[src/rtl/lls_pkg.sv]
// ----------------------------------------------------------------------------
// lls_pkg: shared types and constants of the line lexer
// Token codes, lexer mode codes, the command word between the front and the
// back end, and the character class helpers.
// ----------------------------------------------------------------------------
package lls_pkg;

	// Token word width and length field width
	localparam int TOK_W = 12;
	localparam int LEN_W = 6;

	// Token codes
	localparam logic [TOK_W-1:0] TOK_LINE_END   = 12'd256;
	localparam logic [TOK_W-1:0] TOK_OTHER_BASE = 12'd512;
	localparam logic [TOK_W-1:0] TOK_COMPARE    = 12'd1280;
	localparam logic [TOK_W-1:0] TOK_COMMENT    = 12'd2051;
	localparam logic [TOK_W-1:0] TOK_WORD       = 12'd2305;
	localparam logic [TOK_W-1:0] TOK_NUMBER     = 12'd2306;
	localparam logic [TOK_W-1:0] TOK_STRING     = 12'd2307;

	// Lexer modes
	localparam logic [2:0] MODE_IDLE    = 3'd0;
	localparam logic [2:0] MODE_HELD    = 3'd1;
	localparam logic [2:0] MODE_WORD    = 3'd2;
	localparam logic [2:0] MODE_NUMBER  = 3'd3;
	localparam logic [2:0] MODE_STRING  = 3'd4;
	localparam logic [2:0] MODE_COMMENT = 3'd5;

	// Characters with a role of their own
	localparam logic [7:0] CH_TAB    = 8'h09;
	localparam logic [7:0] CH_SPACE  = 8'h20;
	localparam logic [7:0] CH_BANG   = 8'h21;
	localparam logic [7:0] CH_QUOTE  = 8'h22;
	localparam logic [7:0] CH_DOT    = 8'h2E;
	localparam logic [7:0] CH_SLASH  = 8'h2F;
	localparam logic [7:0] CH_LESS   = 8'h3C;
	localparam logic [7:0] CH_EQUAL  = 8'h3D;
	localparam logic [7:0] CH_GREAT  = 8'h3E;
	localparam logic [7:0] CH_USCORE = 8'h5F;

	// Command queue depth
	localparam int FIFO_DEPTH = 4;
	localparam int FIFO_AW    = 2;

	// Command from front to back: a single token word, or a buffered token
	// dump (kind code, length, then the buffered characters)
	typedef struct packed {
		logic             is_dump;
		logic             is_last;
		logic [TOK_W-1:0] code;
		logic [LEN_W-1:0] len;
	} cmd_t;

	function automatic logic is_letter(input logic [7:0] c);
		return ((c >= 8'h61) && (c <= 8'h7A)) || ((c >= 8'h41) && (c <= 8'h5A));
	endfunction

	function automatic logic is_digit(input logic [7:0] c);
		return (c >= 8'h30) && (c <= 8'h39);
	endfunction

	// Characters that wait for the next one before they are decided
	function automatic logic is_holdable(input logic [7:0] c);
		return (c == CH_SLASH) || (c == CH_EQUAL) || (c == CH_BANG) ||
			(c == CH_LESS) || (c == CH_GREAT);
	endfunction

	// Characters that give a plain single code when lexed from idle
	function automatic logic is_other(input logic [7:0] c);
		return !((c == CH_SPACE) || (c == CH_TAB) || is_holdable(c) ||
			(c == CH_QUOTE) || is_letter(c) || (c == CH_USCORE) || is_digit(c));
	endfunction

	function automatic logic [TOK_W-1:0] other_code(input logic [7:0] c);
		return TOK_OTHER_BASE | {6'd0, c[5:0]};
	endfunction

endpackage

[src/rtl/lls_ram.sv]
// ----------------------------------------------------------------------------
// lls_ram: generic single write port RAM with registered read
// One write and one read address per cycle; the read data is registered.
// ----------------------------------------------------------------------------
module lls_ram #(
	parameter int WIDTH  = 8,
	parameter int DEPTH  = 54,
	parameter int ADDR_W = 6
) (
	input  logic              clk,
	input  logic              we,
	input  logic [ADDR_W-1:0] waddr,
	input  logic [WIDTH-1:0]  wdata,
	input  logic [ADDR_W-1:0] raddr,
	output logic [WIDTH-1:0]  rdata
);

	logic [WIDTH-1:0] mem [DEPTH];

	always_ff @(posedge clk) begin
		if (we) begin
			mem[waddr] <= wdata;
		end
		rdata <= mem[raddr];
	end

endmodule

[src/rtl/lls_front.sv]
// ----------------------------------------------------------------------------
// lls_front: lexer front end
// Takes input characters, runs the lexer modes, writes token characters into
// the buffer RAM and issues one command per cycle while the queue has room.
// ----------------------------------------------------------------------------
module lls_front #(
	parameter int KEEP_CAP = 54,
	parameter int ADDR_W   = 6
) (
	input  logic              clk,
	input  logic              arst_n,
	input  logic              s_axis_tvalid,
	output logic              s_axis_tready,
	input  logic [15:0]       s_axis_tdata,  // [7:0] ch, [8] has_char, rest zero
	input  logic              s_axis_tlast,  // end_of_line
	output logic              cmd_push,
	output lls_pkg::cmd_t     cmd,
	input  logic              cmd_full,
	input  logic              dump_done,
	output logic              buf_we,
	output logic [ADDR_W-1:0] buf_waddr,
	output logic [7:0]        buf_wdata
);
	import lls_pkg::*;

	logic [7:0]       ch_q;
	logic             char_pend_q;
	logic             eol_pend_q;
	logic [2:0]       mode_q;
	logic [LEN_W-1:0] len_q;
	logic [7:0]       held_q;
	logic [2:0]       dcnt_q;

	logic [2:0]       mode_d;
	logic [LEN_W-1:0] len_d;
	logic [7:0]       held_d;
	logic             clr_char;
	logic             clr_eol;
	logic             dump_push;
	logic             accept;

	assign s_axis_tready = !char_pend_q && !eol_pend_q;
	assign accept        = s_axis_tvalid && s_axis_tready;
	assign buf_waddr     = len_q[ADDR_W-1:0];
	assign buf_wdata     = ch_q;

	// One lexer step per cycle unless stalled: character step, then line end
	always_comb begin
		logic room;
		logic buf_free;
		logic cont;
		room      = len_q < LEN_W'(KEEP_CAP);
		buf_free  = (dcnt_q == 3'd0);
		cont      = 1'b0;
		mode_d    = mode_q;
		len_d     = len_q;
		held_d    = held_q;
		clr_char  = 1'b0;
		clr_eol   = 1'b0;
		dump_push = 1'b0;
		cmd_push  = 1'b0;
		cmd       = '0;
		buf_we    = 1'b0;
		if (char_pend_q) begin
			unique case (mode_q) inside
				MODE_HELD: begin
					if (!cmd_full) begin
						cmd_push = 1'b1;
						mode_d   = MODE_IDLE;
						if ((held_q == CH_SLASH) && (ch_q == CH_SLASH)) begin
							cmd.code    = TOK_COMMENT;
							cmd.is_last = !eol_pend_q;
							mode_d      = MODE_COMMENT;
							clr_char    = 1'b1;
						end else if ((held_q != CH_SLASH) && (ch_q == CH_EQUAL)) begin
							cmd.code    = TOK_COMPARE;
							cmd.is_last = !eol_pend_q;
							clr_char    = 1'b1;
						end else begin
							// held char goes out, current char is lexed again from idle
							cmd.code    = other_code(held_q);
							cmd.is_last = !eol_pend_q && !is_other(ch_q);
						end
					end
				end
				MODE_WORD, MODE_NUMBER: begin
					if (mode_q == MODE_WORD) begin
						cont = is_letter(ch_q) || is_digit(ch_q) || (ch_q == CH_USCORE) ||
							(ch_q == CH_DOT);
					end else begin
						cont = is_digit(ch_q) || (ch_q == CH_DOT);
					end
					if (cont) begin
						if (!room) begin
							clr_char = 1'b1;
						end else if (buf_free) begin
							buf_we   = 1'b1;
							len_d    = len_q + 1'b1;
							clr_char = 1'b1;
						end
					end else if (!cmd_full) begin
						cmd_push    = 1'b1;
						dump_push   = 1'b1;
						cmd.is_dump = 1'b1;
						cmd.code    = (mode_q == MODE_WORD) ? TOK_WORD : TOK_NUMBER;
						cmd.len     = len_q;
						cmd.is_last = !eol_pend_q && !is_other(ch_q);
						mode_d      = MODE_IDLE;
						len_d       = '0;
					end
				end
				MODE_STRING: begin
					if (ch_q == CH_QUOTE) begin
						if (!cmd_full) begin
							cmd_push    = 1'b1;
							dump_push   = 1'b1;
							cmd.is_dump = 1'b1;
							cmd.code    = TOK_STRING;
							cmd.len     = len_q;
							cmd.is_last = !eol_pend_q;
							mode_d      = MODE_IDLE;
							len_d       = '0;
							clr_char    = 1'b1;
						end
					end else if (!room) begin
						clr_char = 1'b1;
					end else if (buf_free) begin
						buf_we   = 1'b1;
						len_d    = len_q + 1'b1;
						clr_char = 1'b1;
					end
				end
				MODE_COMMENT: begin
					clr_char = 1'b1;
				end
				default: begin
					// idle: start a new token or give a plain code
					if ((ch_q == CH_SPACE) || (ch_q == CH_TAB)) begin
						clr_char = 1'b1;
					end else if (is_holdable(ch_q)) begin
						held_d   = ch_q;
						mode_d   = MODE_HELD;
						clr_char = 1'b1;
					end else if (ch_q == CH_QUOTE) begin
						mode_d   = MODE_STRING;
						len_d    = '0;
						clr_char = 1'b1;
					end else if (is_letter(ch_q) || (ch_q == CH_USCORE) || is_digit(ch_q)) begin
						if (buf_free) begin
							buf_we   = 1'b1;
							len_d    = LEN_W'(1);
							mode_d   = is_digit(ch_q) ? MODE_NUMBER : MODE_WORD;
							clr_char = 1'b1;
						end
					end else if (!cmd_full) begin
						cmd_push    = 1'b1;
						cmd.code    = other_code(ch_q);
						cmd.is_last = !eol_pend_q;
						mode_d      = MODE_IDLE;
						clr_char    = 1'b1;
					end
				end
			endcase
		end else if (eol_pend_q) begin
			unique case (mode_q) inside
				MODE_HELD: begin
					if (!cmd_full) begin
						cmd_push = 1'b1;
						cmd.code = other_code(held_q);
						mode_d   = MODE_IDLE;
					end
				end
				MODE_WORD, MODE_NUMBER, MODE_STRING: begin
					if (!cmd_full) begin
						cmd_push    = 1'b1;
						dump_push   = 1'b1;
						cmd.is_dump = 1'b1;
						cmd.len     = len_q;
						if (mode_q == MODE_WORD) begin
							cmd.code = TOK_WORD;
						end else if (mode_q == MODE_NUMBER) begin
							cmd.code = TOK_NUMBER;
						end else begin
							cmd.code = TOK_STRING;
						end
						mode_d = MODE_IDLE;
						len_d  = '0;
					end
				end
				default: begin
					if (!cmd_full) begin
						cmd_push    = 1'b1;
						cmd.code    = TOK_LINE_END;
						cmd.is_last = 1'b1;
						mode_d      = MODE_IDLE;
						len_d       = '0;
						clr_eol     = 1'b1;
					end
				end
			endcase
		end
	end

	// Control state
	always_ff @(posedge clk or negedge arst_n) begin
		if (!arst_n) begin
			char_pend_q <= 1'b0;
			eol_pend_q  <= 1'b0;
			mode_q      <= MODE_IDLE;
			len_q       <= '0;
			held_q      <= '0;
			dcnt_q      <= '0;
		end else begin
			mode_q <= mode_d;
			len_q  <= len_d;
			held_q <= held_d;
			if (accept) begin
				char_pend_q <= s_axis_tdata[8];
				eol_pend_q  <= s_axis_tlast;
			end else begin
				if (clr_char) begin
					char_pend_q <= 1'b0;
				end
				if (clr_eol) begin
					eol_pend_q <= 1'b0;
				end
			end
			// dumps issued but not yet read out by the back end
			if (dump_push && !dump_done) begin
				dcnt_q <= dcnt_q + 1'b1;
			end else if (!dump_push && dump_done) begin
				dcnt_q <= dcnt_q - 1'b1;
			end
		end
	end

	// Character payload
	always_ff @(posedge clk) begin
		if (accept) begin
			ch_q <= s_axis_tdata[7:0];
		end
	end

	// The buffer is never overwritten while a dump still reads it
	a_no_write_during_dump: assert property (@(posedge clk) disable iff (!arst_n)
		buf_we |-> (dcnt_q == 3'd0))
		else $error("buffer write while a dump is outstanding");

	a_done_has_dump: assert property (@(posedge clk) disable iff (!arst_n)
		dump_done |-> (dcnt_q != 3'd0))
		else $error("dump completion without an outstanding dump");

	a_line_end_last: assert property (@(posedge clk) disable iff (!arst_n)
		(cmd_push && (cmd.code == TOK_LINE_END) && !cmd.is_dump) |-> cmd.is_last)
		else $error("line end not marked last");

endmodule

[src/rtl/lls_cmd_fifo.sv]
// ----------------------------------------------------------------------------
// lls_cmd_fifo: command queue between lexer front and back end
// Small register FIFO with first-word-fall-through output.
// ----------------------------------------------------------------------------
module lls_cmd_fifo (
	input  logic          clk,
	input  logic          arst_n,
	input  logic          push,
	input  lls_pkg::cmd_t wr_cmd,
	output logic          full,
	input  logic          pop,
	output lls_pkg::cmd_t rd_cmd,
	output logic          empty
);
	import lls_pkg::*;

	cmd_t               mem_q [FIFO_DEPTH];
	logic [FIFO_AW-1:0] wptr_q;
	logic [FIFO_AW-1:0] rptr_q;
	logic [FIFO_AW:0]   cnt_q;

	assign full   = (cnt_q == (FIFO_AW+1)'(FIFO_DEPTH));
	assign empty  = (cnt_q == '0);
	assign rd_cmd = mem_q[rptr_q];

	// Pointers and fill count
	always_ff @(posedge clk or negedge arst_n) begin
		if (!arst_n) begin
			wptr_q <= '0;
			rptr_q <= '0;
			cnt_q  <= '0;
		end else begin
			if (push) begin
				wptr_q <= wptr_q + 1'b1;
			end
			if (pop) begin
				rptr_q <= rptr_q + 1'b1;
			end
			if (push && !pop) begin
				cnt_q <= cnt_q + 1'b1;
			end else if (!push && pop) begin
				cnt_q <= cnt_q - 1'b1;
			end
		end
	end

	// Storage
	always_ff @(posedge clk) begin
		if (push) begin
			mem_q[wptr_q] <= wr_cmd;
		end
	end

	a_no_overflow: assert property (@(posedge clk) disable iff (!arst_n)
		push |-> (!full || pop))
		else $error("command queue overflow");

	a_no_underflow: assert property (@(posedge clk) disable iff (!arst_n)
		pop |-> !empty)
		else $error("command queue underflow");

endmodule

[src/rtl/lls_back.sv]
// ----------------------------------------------------------------------------
// lls_back: token emitter
// Pops commands and drives token words into the output register; a dump
// command gives the kind, the length and then the buffered characters.
// ----------------------------------------------------------------------------
module lls_back #(
	parameter int ADDR_W = 6
) (
	input  logic              clk,
	input  logic              arst_n,
	input  logic              cmd_empty,
	input  lls_pkg::cmd_t     cmd_in,
	output logic              cmd_pop,
	output logic [ADDR_W-1:0] buf_raddr,
	input  logic [7:0]        buf_rdata,
	output logic              dump_done,
	output logic              m_axis_tvalid,
	input  logic              m_axis_tready,
	output logic [15:0]       m_axis_tdata,  // [11:0] token, rest zero
	output logic              m_axis_tlast   // last
);
	import lls_pkg::*;

	localparam logic [1:0] B_IDLE = 2'd0;
	localparam logic [1:0] B_LEN  = 2'd1;
	localparam logic [1:0] B_RD   = 2'd2;
	localparam logic [1:0] B_DATA = 2'd3;

	logic [1:0]       state_q;
	logic [LEN_W-1:0] len_q;
	logic [LEN_W-1:0] idx_q;
	logic             last_q;
	logic             out_valid_q;
	logic [TOK_W-1:0] out_tok_q;
	logic             out_last_q;

	logic             free;
	logic             load;
	logic [TOK_W-1:0] load_tok;
	logic             load_last;
	logic             final_char;

	assign free          = !out_valid_q || m_axis_tready;
	assign buf_raddr     = idx_q[ADDR_W-1:0];
	assign final_char    = (idx_q == (len_q - 1'b1));
	assign m_axis_tvalid = out_valid_q;
	assign m_axis_tdata  = {4'd0, out_tok_q};
	assign m_axis_tlast  = out_last_q;

	// Next output word
	always_comb begin
		load      = 1'b0;
		load_tok  = '0;
		load_last = 1'b0;
		cmd_pop   = 1'b0;
		dump_done = 1'b0;
		unique case (state_q)
			B_IDLE: begin
				if (!cmd_empty && free) begin
					cmd_pop   = 1'b1;
					load      = 1'b1;
					load_tok  = cmd_in.code;
					load_last = cmd_in.is_last && !cmd_in.is_dump;
				end
			end
			B_LEN: begin
				if (free) begin
					load      = 1'b1;
					load_tok  = {{(TOK_W-LEN_W){1'b0}}, len_q};
					load_last = last_q && (len_q == '0);
					dump_done = (len_q == '0);
				end
			end
			B_RD: begin
				load = 1'b0;
			end
			B_DATA: begin
				if (free) begin
					load      = 1'b1;
					load_tok  = {4'd0, buf_rdata};
					load_last = last_q && final_char;
					dump_done = final_char;
				end
			end
			default: begin
				load = 1'b0;
			end
		endcase
	end

	// Sequencer and output register control
	always_ff @(posedge clk or negedge arst_n) begin
		if (!arst_n) begin
			state_q     <= B_IDLE;
			len_q       <= '0;
			idx_q       <= '0;
			last_q      <= 1'b0;
			out_valid_q <= 1'b0;
		end else begin
			if (load) begin
				out_valid_q <= 1'b1;
			end else if (m_axis_tready) begin
				out_valid_q <= 1'b0;
			end
			unique case (state_q)
				B_IDLE: begin
					if (cmd_pop && cmd_in.is_dump) begin
						len_q   <= cmd_in.len;
						last_q  <= cmd_in.is_last;
						idx_q   <= '0;
						state_q <= B_LEN;
					end
				end
				B_LEN: begin
					if (free) begin
						state_q <= (len_q == '0) ? B_IDLE : B_RD;
					end
				end
				B_RD: begin
					state_q <= B_DATA;
				end
				B_DATA: begin
					if (free) begin
						idx_q   <= idx_q + 1'b1;
						state_q <= final_char ? B_IDLE : B_RD;
					end
				end
				default: begin
					state_q <= B_IDLE;
				end
			endcase
		end
	end

	// Output payload
	always_ff @(posedge clk) begin
		if (load) begin
			out_tok_q  <= load_tok;
			out_last_q <= load_last;
		end
	end

	a_data_after_read: assert property (@(posedge clk) disable iff (!arst_n)
		(state_q == B_DATA) |-> ($past(state_q) == B_RD || $past(state_q) == B_DATA))
		else $error("character word without a preceding buffer read");

	a_dump_reads_in_range: assert property (@(posedge clk) disable iff (!arst_n)
		(state_q == B_RD) |-> (idx_q < len_q))
		else $error("buffer read beyond token length");

endmodule

[src/rtl/line_lexer_token_stream.sv]
// ----------------------------------------------------------------------------
// line_lexer_token_stream: line lexer with a streaming token output
// Turns a character stream into token words: kind, length and characters of
// words, numbers and strings; single codes for operators, comparisons,
// comments, other characters and line ends.
//
// Usage:
//   Input transactions on s_axis carry one character (tdata[7:0]) with a
//   has_char flag (tdata[8]); tlast marks the end of the line. Output
//   transactions on m_axis carry one 12-bit token word in tdata[11:0];
//   tlast marks the final word caused by an input transaction.
//   A character is taken, then lexed in the following cycle; a new one is
//   taken only once the current one is fully lexed. Closing a token or
//   following a held character takes a further step, a line end may first
//   close an open token, and a step waits on a full command queue or on a
//   buffer readout. The first word of an item passes the input register,
//   the command queue and the output register. Single-code tokens and kind
//   and length words go out at one word per cycle while the receiver is
//   ready; each buffered character waits on the registered buffer read.
//   A 4-entry command queue decouples the lexer from the emitter, so input
//   keeps flowing while the receiver stalls until the queue fills.
//   Reset returns the lexer to idle with an empty queue; the token buffer
//   needs no clearing pass.
// ----------------------------------------------------------------------------
module line_lexer_token_stream #(
	parameter int MAX_TOKEN = 56
) (
	input  logic        clk,
	input  logic        arst_n,
	input  logic        s_axis_tvalid,
	output logic        s_axis_tready,
	input  logic [15:0] s_axis_tdata,   // [7:0] ch, [8] has_char, [15:9] zero
	input  logic        s_axis_tlast,   // end_of_line
	output logic        m_axis_tvalid,
	input  logic        m_axis_tready,
	output logic [15:0] m_axis_tdata,   // [11:0] token, [15:12] zero
	output logic        m_axis_tlast    // last
);
	import lls_pkg::*;

	// Kept token length saturates below 55 so every item stays within 60 words
	localparam int KEEP_CAP = (MAX_TOKEN < 54) ? MAX_TOKEN : 54;
	localparam int ADDR_W   = (KEEP_CAP > 1) ? $clog2(KEEP_CAP) : 1;

	cmd_t              f_cmd;
	cmd_t              b_cmd;
	logic              f_push;
	logic              q_full;
	logic              q_empty;
	logic              b_pop;
	logic              dump_done;
	logic              buf_we;
	logic [ADDR_W-1:0] buf_waddr;
	logic [7:0]        buf_wdata;
	logic [ADDR_W-1:0] buf_raddr;
	logic [7:0]        buf_rdata;

	// Front end: lexer modes and buffer writes
	lls_front #(
		.KEEP_CAP (KEEP_CAP),
		.ADDR_W   (ADDR_W)
	) u_front (
		.clk           (clk),
		.arst_n        (arst_n),
		.s_axis_tvalid (s_axis_tvalid),
		.s_axis_tready (s_axis_tready),
		.s_axis_tdata  (s_axis_tdata),
		.s_axis_tlast  (s_axis_tlast),
		.cmd_push      (f_push),
		.cmd           (f_cmd),
		.cmd_full      (q_full),
		.dump_done     (dump_done),
		.buf_we        (buf_we),
		.buf_waddr     (buf_waddr),
		.buf_wdata     (buf_wdata)
	);

	// Command queue
	lls_cmd_fifo u_fifo (
		.clk    (clk),
		.arst_n (arst_n),
		.push   (f_push),
		.wr_cmd (f_cmd),
		.full   (q_full),
		.pop    (b_pop),
		.rd_cmd (b_cmd),
		.empty  (q_empty)
	);

	// Token character buffer
	lls_ram #(
		.WIDTH  (8),
		.DEPTH  (KEEP_CAP),
		.ADDR_W (ADDR_W)
	) u_buf (
		.clk   (clk),
		.we    (buf_we),
		.waddr (buf_waddr),
		.wdata (buf_wdata),
		.raddr (buf_raddr),
		.rdata (buf_rdata)
	);

	// Back end: token word emitter
	lls_back #(
		.ADDR_W (ADDR_W)
	) u_back (
		.clk           (clk),
		.arst_n        (arst_n),
		.cmd_empty     (q_empty),
		.cmd_in        (b_cmd),
		.cmd_pop       (b_pop),
		.buf_raddr     (buf_raddr),
		.buf_rdata     (buf_rdata),
		.dump_done     (dump_done),
		.m_axis_tvalid (m_axis_tvalid),
		.m_axis_tready (m_axis_tready),
		.m_axis_tdata  (m_axis_tdata),
		.m_axis_tlast  (m_axis_tlast)
	);

endmodule

[config.mk]
export PLATFORM = sky130hd
export DESIGN_NAME = line_lexer_token_stream
export DESIGN_NICKNAME = d
export VERILOG_FILES = /design/src/rtl/lls_pkg.sv /design/src/rtl/lls_ram.sv /design/src/rtl/lls_front.sv /design/src/rtl/lls_cmd_fifo.sv /design/src/rtl/lls_back.sv /design/src/rtl/line_lexer_token_stream.sv
export SDC_FILE = /design/constraint.sdc
export NUM_CORES = 1
export LEC_CHECK = 0
export BUFFER_PORTS_ARGS = -buffer_cell sky130_fd_sc_hd__buf_2
export CORE_ASPECT_RATIO = 0.7
export CORE_MARGIN = 4
export CORE_UTILIZATION = 50
export DETAILED_ROUTE_END_ITERATION = 10
export PLACE_DENSITY = 0.66
export SLEW_MARGIN = 10
export SYNTH_ARGS = -nofsm -noshare
export SYNTH_HDL_FRONTEND = slang
export SYNTH_SLANG_ARGS = --single-unit
[constraint.sdc]
create_clock -name clk -period 5.6 [get_ports clk]
set_clock_uncertainty 0.15 [all_clocks]
set_input_delay 1.12 -clock clk [delete_from_list [all_inputs] [get_ports clk]]
set_output_delay 1.12 -clock clk [all_outputs]
set_load 0.05 [all_outputs]
Yosys cells after proc, flatten, opt, wreduce, memory -nomap -nowiden --
Memories as Yosys holds them, arrays and structs flattened. A register that Yosys moved wholly into a read port is not among the register bits. Cells that the tools add are included.
Word-level totals: register bits after elaboration 66, bits in writable memories 512, input port bits 21, output and inout port bits 19, word-level logic and storage cells 275, memories kept 2
Operators by class: $add $sub $neg 9, order comparisons 7, eq/ne operators 37, mux-type cells 134, bitwise gates (word level) 2, reduce and logical (&&, ||, !) cells 67
Memories:
- u_buf.mem | words 54, width 8, rd ports 1, clocked after memory_dff 1, wr ports 1, RTL line lls_ram.sv:18 | logic [WIDTH-1:0] mem [DEPTH];
- u_fifo.mem_q | words 4, width 20, rd ports 1, clocked after memory_dff 0, wr ports 1, RTL line lls_cmd_fifo.sv:17 | cmd_t mem_q [FIFO_DEPTH];
Operators by type and width (count):
- two-way mux 20 bit | 6
- two-way mux 13 bit | 9
- two-way mux 6 bit | 17
- equality test 8 x 6 -> 1 bit (second input constant) | 9
- two-way mux 1 bit | 59
- one-hot mux 13 bit (4 select lines) | 1
- two-way mux 3 bit | 16
- one-hot mux 12 bit (3 select lines) | 1
- one-hot mux 12 bit (2 select lines) | 1
- one-hot mux 6 bit (2 select lines) | 2
- logical OR 1 bit | 18
- two-way mux 18 bit | 1
- one-hot mux 6 bit (3 select lines) | 1
- logical AND 1 bit | 17
- >= comparator 8 x 7 -> 1 bit (second input constant) | 2
- <= comparator 8 x 7 -> 1 bit (second input constant) | 2
- != test 5 bit (second input constant) | 3
- two-way mux 2 bit | 7
- AND reduction 7 bit | 2
- nonzero test 2 bit | 7
- adder 6 x 1 -> 6 bit (second input constant) | 2
- two-way mux 12 bit | 1
- one-hot mux 3 bit (4 select lines) | 1
- two-way mux 10 bit | 1
- 38 further kinds | 70

Longest topological paths before layout --
word-level depth 16, mapped depth 15, gate-level depth less buffers 14

Hierarchy --
Synthesis repeated with hierarchy kept, for this count alone.
Unflattened totals: cells, all modules 1551, area total of the unflattened synthesis 24741.2 sq um
Modules (own cells, without submodules):
- lls_ram | instances 1, cells each 958, area an instance 17332.9 sq um, sequential area each 13132.6 sq um
- lls_cmd_fifo | instances 1, cells each 138, area an instance 3283.1 sq um, sequential area each 2577.5 sq um
- lls_front | instances 1, cells each 310, area an instance 2627.5 sq um, sequential area each 790.8 sq um
- lls_back | instances 1, cells each 145, area an instance 1497.7 sq um, sequential area each 790.8 sq um

Least setup slack after synthesis --
Ideal clock, no wire load.
path type flip-flop to flip-flop, from register u_front.ch_q[3] (netlist: u_front.buf_wdata[3]), to memory u_fifo.mem_q[0][0] (netlist name) (enable), library setup time 0.395 ns, data arrival time 3.570 ns, required time 5.055 ns, slack 1.485 ns, stages on the path, launching flop included 9, buffers on the path 1, period minus slack after synthesis 4.115 ns, cells stage by stage edfxtp_1 > buf_2 > nor3b_1 > o211ai_1 > nor2b_1 > nand3b_1 > nor3_1 > nor3_2 > nor2b_1
Between the ends: word-level cells in the longest chain between the ends 14, elaborated cells on any way between the ends 44, classes of those cells 6 x order compare; 10 x eq/ne; 13 x mux; 15 x reduce/logical
Ends and longest elaborated chain:
- from (decl) | RTL line lls_front.sv:26 | logic [7:0] ch_q;
- from (signal assigned) | RTL line lls_front.sv:240 | ch_q <= s_axis_tdata[7:0];
- >= comparator 8 x 7 -> 1 bit or <= comparator 8 x 7 -> 1 bit (tied branches) | RTL line lls_pkg.sv:55 | return ((c >= 8'h61) && (c <= 8'h7A)) || ((c >= 8'h41) && (c <= 8'h5A));
- logical AND 1 bit | RTL line lls_pkg.sv:55
- logical OR 1 bit | RTL line lls_pkg.sv:55
- logical OR 1 bit (3 in series) | RTL line lls_front.sv:88 | cont = is_letter(ch_q) || is_digit(ch_q) || (ch_q == CH_USCORE) ||
- two-way mux 1 bit | RTL line lls_front.sv:87 | if (mode_q == MODE_WORD) begin
- two-way mux 1 bit | RTL line lls_front.sv:65 | unique case (mode_q) inside
- two-way mux 1 bit | RTL line lls_front.sv:64 | if (char_pend_q) begin
- two-way mux 1 bit | RTL line lls_front.sv:93 | if (cont) begin
- one-hot mux 1 bit (4 select lines) (*) | RTL line lls_front.sv:65
- two-way mux 1 bit (*) | RTL line lls_front.sv:64
- two-way mux 1 bit (*) | RTL line lls_cmd_fifo.sv:49 | if (push) begin
- two-way mux 1 bit (implied by the code) (*) | RTL line lls_cmd_fifo.sv:50 | mem_q[wptr_q] <= wr_cmd;
- to (decl) | RTL line lls_cmd_fifo.sv:17
Every way passes the cells marked *; elsewhere a longest branch is shown, timed or not. The select of a mux whose other input is x is not followed.

Worst setup path after layout --
from register u_front.ch_q[0] (netlist: u_front.buf_wdata[0]), to memory u_buf.mem[27][0] (enable)
Between the ends: word-level cells in the longest chain between the ends 14, elaborated cells on any way between the ends 44, classes of those cells 6 x order compare; 10 x eq/ne; 13 x mux; 15 x reduce/logical
Ends and longest elaborated chain:
- >= comparator 8 x 7 -> 1 bit or <= comparator 8 x 7 -> 1 bit (tied branches) | RTL line lls_pkg.sv:55
- logical AND 1 bit | RTL line lls_pkg.sv:55
- logical OR 1 bit | RTL line lls_pkg.sv:55
- logical OR 1 bit (3 in series) | RTL line lls_front.sv:88
- two-way mux 1 bit | RTL line lls_front.sv:87
- two-way mux 1 bit | RTL line lls_front.sv:65
- two-way mux 1 bit | RTL line lls_front.sv:64
- two-way mux 1 bit | RTL line lls_front.sv:93
- one-hot mux 1 bit (3 select lines) (*) | RTL line lls_front.sv:65
- two-way mux 1 bit (*) | RTL line lls_front.sv:64
- two-way mux 1 bit (*) | RTL line lls_ram.sv:21 | if (we) begin
- two-way mux 1 bit (implied by the code) (*) | RTL line lls_ram.sv:22 | mem[waddr] <= wdata;
- to (decl) | RTL line lls_ram.sv:18
Marked as above.

==> summary.md <==
| Metric | Value |
|---|---|
| Status | `finished clean` |
| CTS tree | `yes` |
| Ratio of cells with drive above 1 in the final layout | `0.239` |
| CP required | `between 5 and 6 ns` |
| Routed vias | `around 12000` |
| GR Util met3 | `0.0431` |
| Tot GR Track Use | `0.202` |
| Commonest cells after routing, fill and taps aside | `edfxtp_1 (525), mux4_2 (154), nor2_1 (100), clkbuf_16 (52), nand2_1 (49)` |
| Met2 Use GR | `0.291` |
| Grt total ovfl | `0` |
| CP Launch Point | `u_front.buf_wdata[0]` |
| CP Data Arrival Time | `about 4.5 ns` |
| Cells after Synth | `~1200` |
| Root buffer cell | `clkbuf_16` |
| Die Y-Extent | `between 150 and 200 µm` |
| R2R cell count | `7` |
| # Max-Cap Violations | `0` |
| Crit Reg-Reg Startpoint | `u_front.buf_wdata[0]` |
| Final Cell Area | `about 0.026 mm²` |
| Storage cell area | `0.0171 mm²` |
| Effective utilization at floorplan | `0.507` |
| Synthesized area per cell | `roughly 19 µm²` |
| GRT met1 Usage | `0.325` |
| Cts bufs inserted | `51` |
| Antenna Nets Post-Route | `0` |
| Final min period | `4.43 ns` |
| Yosys cell types | `70` |
| Final slew viol count | `0` |
| Final WL | `50000 µm` |
| Setup slack after placement | `1.17 ns` |
| Util after Layout | `0.562` |
| R2r endpoint | `u_buf.mem[27][0]` |
| Period utilization | `0.791` |
| Site Rows | `66` |
| Post-synth ARST share | `0.0779` |
| Sinks on the clock net | `a little under 600` |
| Hold-fix buffers, CTS | `0` |
| Vias in the first global route | `11674` |
| Power per Cell Area | `just under 500 mW/mm²` |
| Leak | `about 8.3 nW` |
| Fmax | `around 230 MHz` |
| Largest net degree at the start of global routing | `59` |
| Placed Cells incl. Taps | `about 1900` |
| CTS Buffer Depth | `3` |
| Area of the multi-input gates | `between 0.006 and 0.007 mm²` |
| Pwr Total | `around 13 mW` |
| Max_slew headroom | `0.384` |
| Worst R2R Setup Slack | `approximately 1.2 ns` |
| Post-synthesis sequential area ratio | `0.722` |
| Initial DRT Pass Iterations | `5` |
| Clk_lat worst skew | `~0.58 ns` |
| Detailed placer's ending HPWL | `approximately 32000 µm` |
| Worst Path Max Fanout | `47` |
| Endpoint type of the worst setup path | `register` |
| Crit path capture | `u_buf.mem[27][0]` |
| Register bit total from synthesis | `just under 600` |
| First-pass GRT wire length | `between 70000 and 80000 µm` |
| Ys flop type | `edfxtp_1` |
| Hold_ws | `0.338 ns` |
| Ports | `40` |
| Initial DRC Count | `roughly 1400` |
| Yosys Warn Count | `0` |
| Worst Max-Slew Pin Slew | `roughly 0.9 ns` |
| Number of remaining DRC errors | `0` |
| FILL cells | `between 3000 and 4000` |
| Busiest grt layer | `met1` |
| Max VDD drop | `around 0.31 mV` |
| Post-synth EDFFs | `between 500 and 600` |
| Placed cell areas | `0.0245 mm²` |
| WL/cell | `roughly 26 µm` |
| Htree depth | `2` |
| Area Growth Syn to Fin | `10.8%` |
| CORE AREA | `0.0466 mm²` |
| Post-Syn Area | `between 0.02 and 0.025 mm²` |
| Setup violations, final | `0` |
| Final setup margin | `approximately 1.2 ns` |
| Cts repair resizes | `0` |
| Most common cell after layout, fill and taps aside | `edfxtp_1` |
| Min-Delay Path Class | `reg2reg` |
| Postcts setup bufs | `0` |
| Final hold vios | `0` |
| Layout Nets | `1329` |
| RSZ-0062 raised after global routing | `false` |
| Clock slew at reported path FFs | `about 0.060 ns` |
| Critical path launch point type | `register` |
| Port Buf Inserts | `28` |
| Routability Congestion | `0.884` |
| Routed vias/inst | `around 6` |
| Initial antenna violation count | `1` |
| Die X | `around 270 µm` |
| Post-route insts no fill | `approximately 2000` |
| Critical path class | `reg2reg` |
| Sum of negative setup slack | `0 ns` |
| Die area | `around 0.051 mm²` |
-- report_power, final --
| group | internal (mW) | leakage (nW) | switching [mW] |
|---|---|---|---|
| registers | 5.32 | 5.40 | 0.464 |
| clock network | 1.99 | 0.812 | 1.52 |
| logic | 1.55 | 2.13 | 2.04 |
-- per-layer routing --
| metal | share of wire | up-vias | wire length [µm] |
|---|---|---|---|
| li1 | - | 5163 | - |
| met1 | 0.45 | 6181 | 22500 |
| met2 | 0.45 | 483 | 22300 |
| met3 | 0.090 | 57 | 4480 |
| met4 | 0.014 | 0 | 689 |
| met5 | 0 | - | 0 |
-- critical path, stage by stage (launching register included) --
cell and delay, ns:
edfxtp_1 0.77, buf_4 0.55, nor3b_1 0.11, o211ai_1 0.43
nor2b_1 0.33, and2_1 0.65, o211ai_2 0.32, nor2_1 0.74
-- registers in the layout, indices dropped and copies added (netlist names), 6 cells and up --
| name | flops |
|---|---|
| u_back.out_tok_q | 12 |
| u_back.buf_raddr | 6 |
| u_front.buf_waddr | 6 |
| u_buf.rdata | 8 |
| u_front.held_q | 8 |
| u_fifo.mem_q | 72 |
| u_front.buf_wdata | 8 |
| u_buf.mem | 432 |
| u_back.len_q | 6 |
-- cells by family (layout without fill, tap and decap cells) --
kind of cell,count (synthesis),after routing,synth area share
other cells,1,5,0.000159
fa+ha+maj,11,11,0.00646
compound gates,118,118,0.0380
simple gates,266,266,0.0552
buf+inv,79,167,0.0138
xor+xnor,18,18,0.00668
mux,178,178,0.158
flops,578,578,0.722
-- worst min path at each step --
stage / startpoint / endpoint / slack (ns) / cells after the start
finish: u_back.last_q / u_back.last_q / 0.34 / 2
global route: u_front.dcnt_q[2] / u_front.dcnt_q[2] / 0.36 / 1
CTS: u_back.last_q / u_back.last_q / 0.34 / 2
detailed placement: u_back.last_q / u_back.last_q / 0.32 / 2
global placement: u_back.last_q / u_back.last_q / 0.32 / 2
floorplan: u_front.dcnt_q[2] / u_front.dcnt_q[2] / 0.29 / 1
-- synthesized netlist by cell type (5+ instances only) --
cell,instances,share of area
edfxtp_1,525,0.67
mux4_2,154,0.15
nor2_1,100,0.016
nand2_1,49,0.0078
dfrtp_1,45,0.048
clkbuf_1,34,0.0054
a21oi_1,28,0.0059
nand3_1,23,0.0049
o21ai_0,22,0.0047
nor2b_1,17,0.0045
and2_1,15,0.0040
buf_1,15,0.0024
mux2i_1,15,0.0064
buf_2,12,0.0025
inv_1,12,0.0019
nand2b_1,11,0.0029
nor3_1,11,0.0023
a31oi_1,10,0.0026
xnor2_1,10,0.0037
ha_1,9,0.0048
mux2_2,9,0.0043
dfxtp_1,8,0.0068
xor2_1,8,0.0030
nand4_1,7,0.0019
o22ai_1,7,0.0019
o2bb2ai_1,6,0.0022
o2111ai_4,5,0.0056
o211ai_1,5,0.0016
-- cell type report --
type | count | area share
Multi-Input combinational cell | 595 | 0.239
Inverter | 14 | 0.00201
Tap cell | 612 | 0.0293
Antenna cell | 1 | 0.0000957
Clock buffer | 64 | 0.0515
Clock inverter | 32 | 0.0121
Timing Repair Buffer | 57 | 0.0137
Sequential cell | 578 | 0.652
Power figures use the tool's default switching activity.
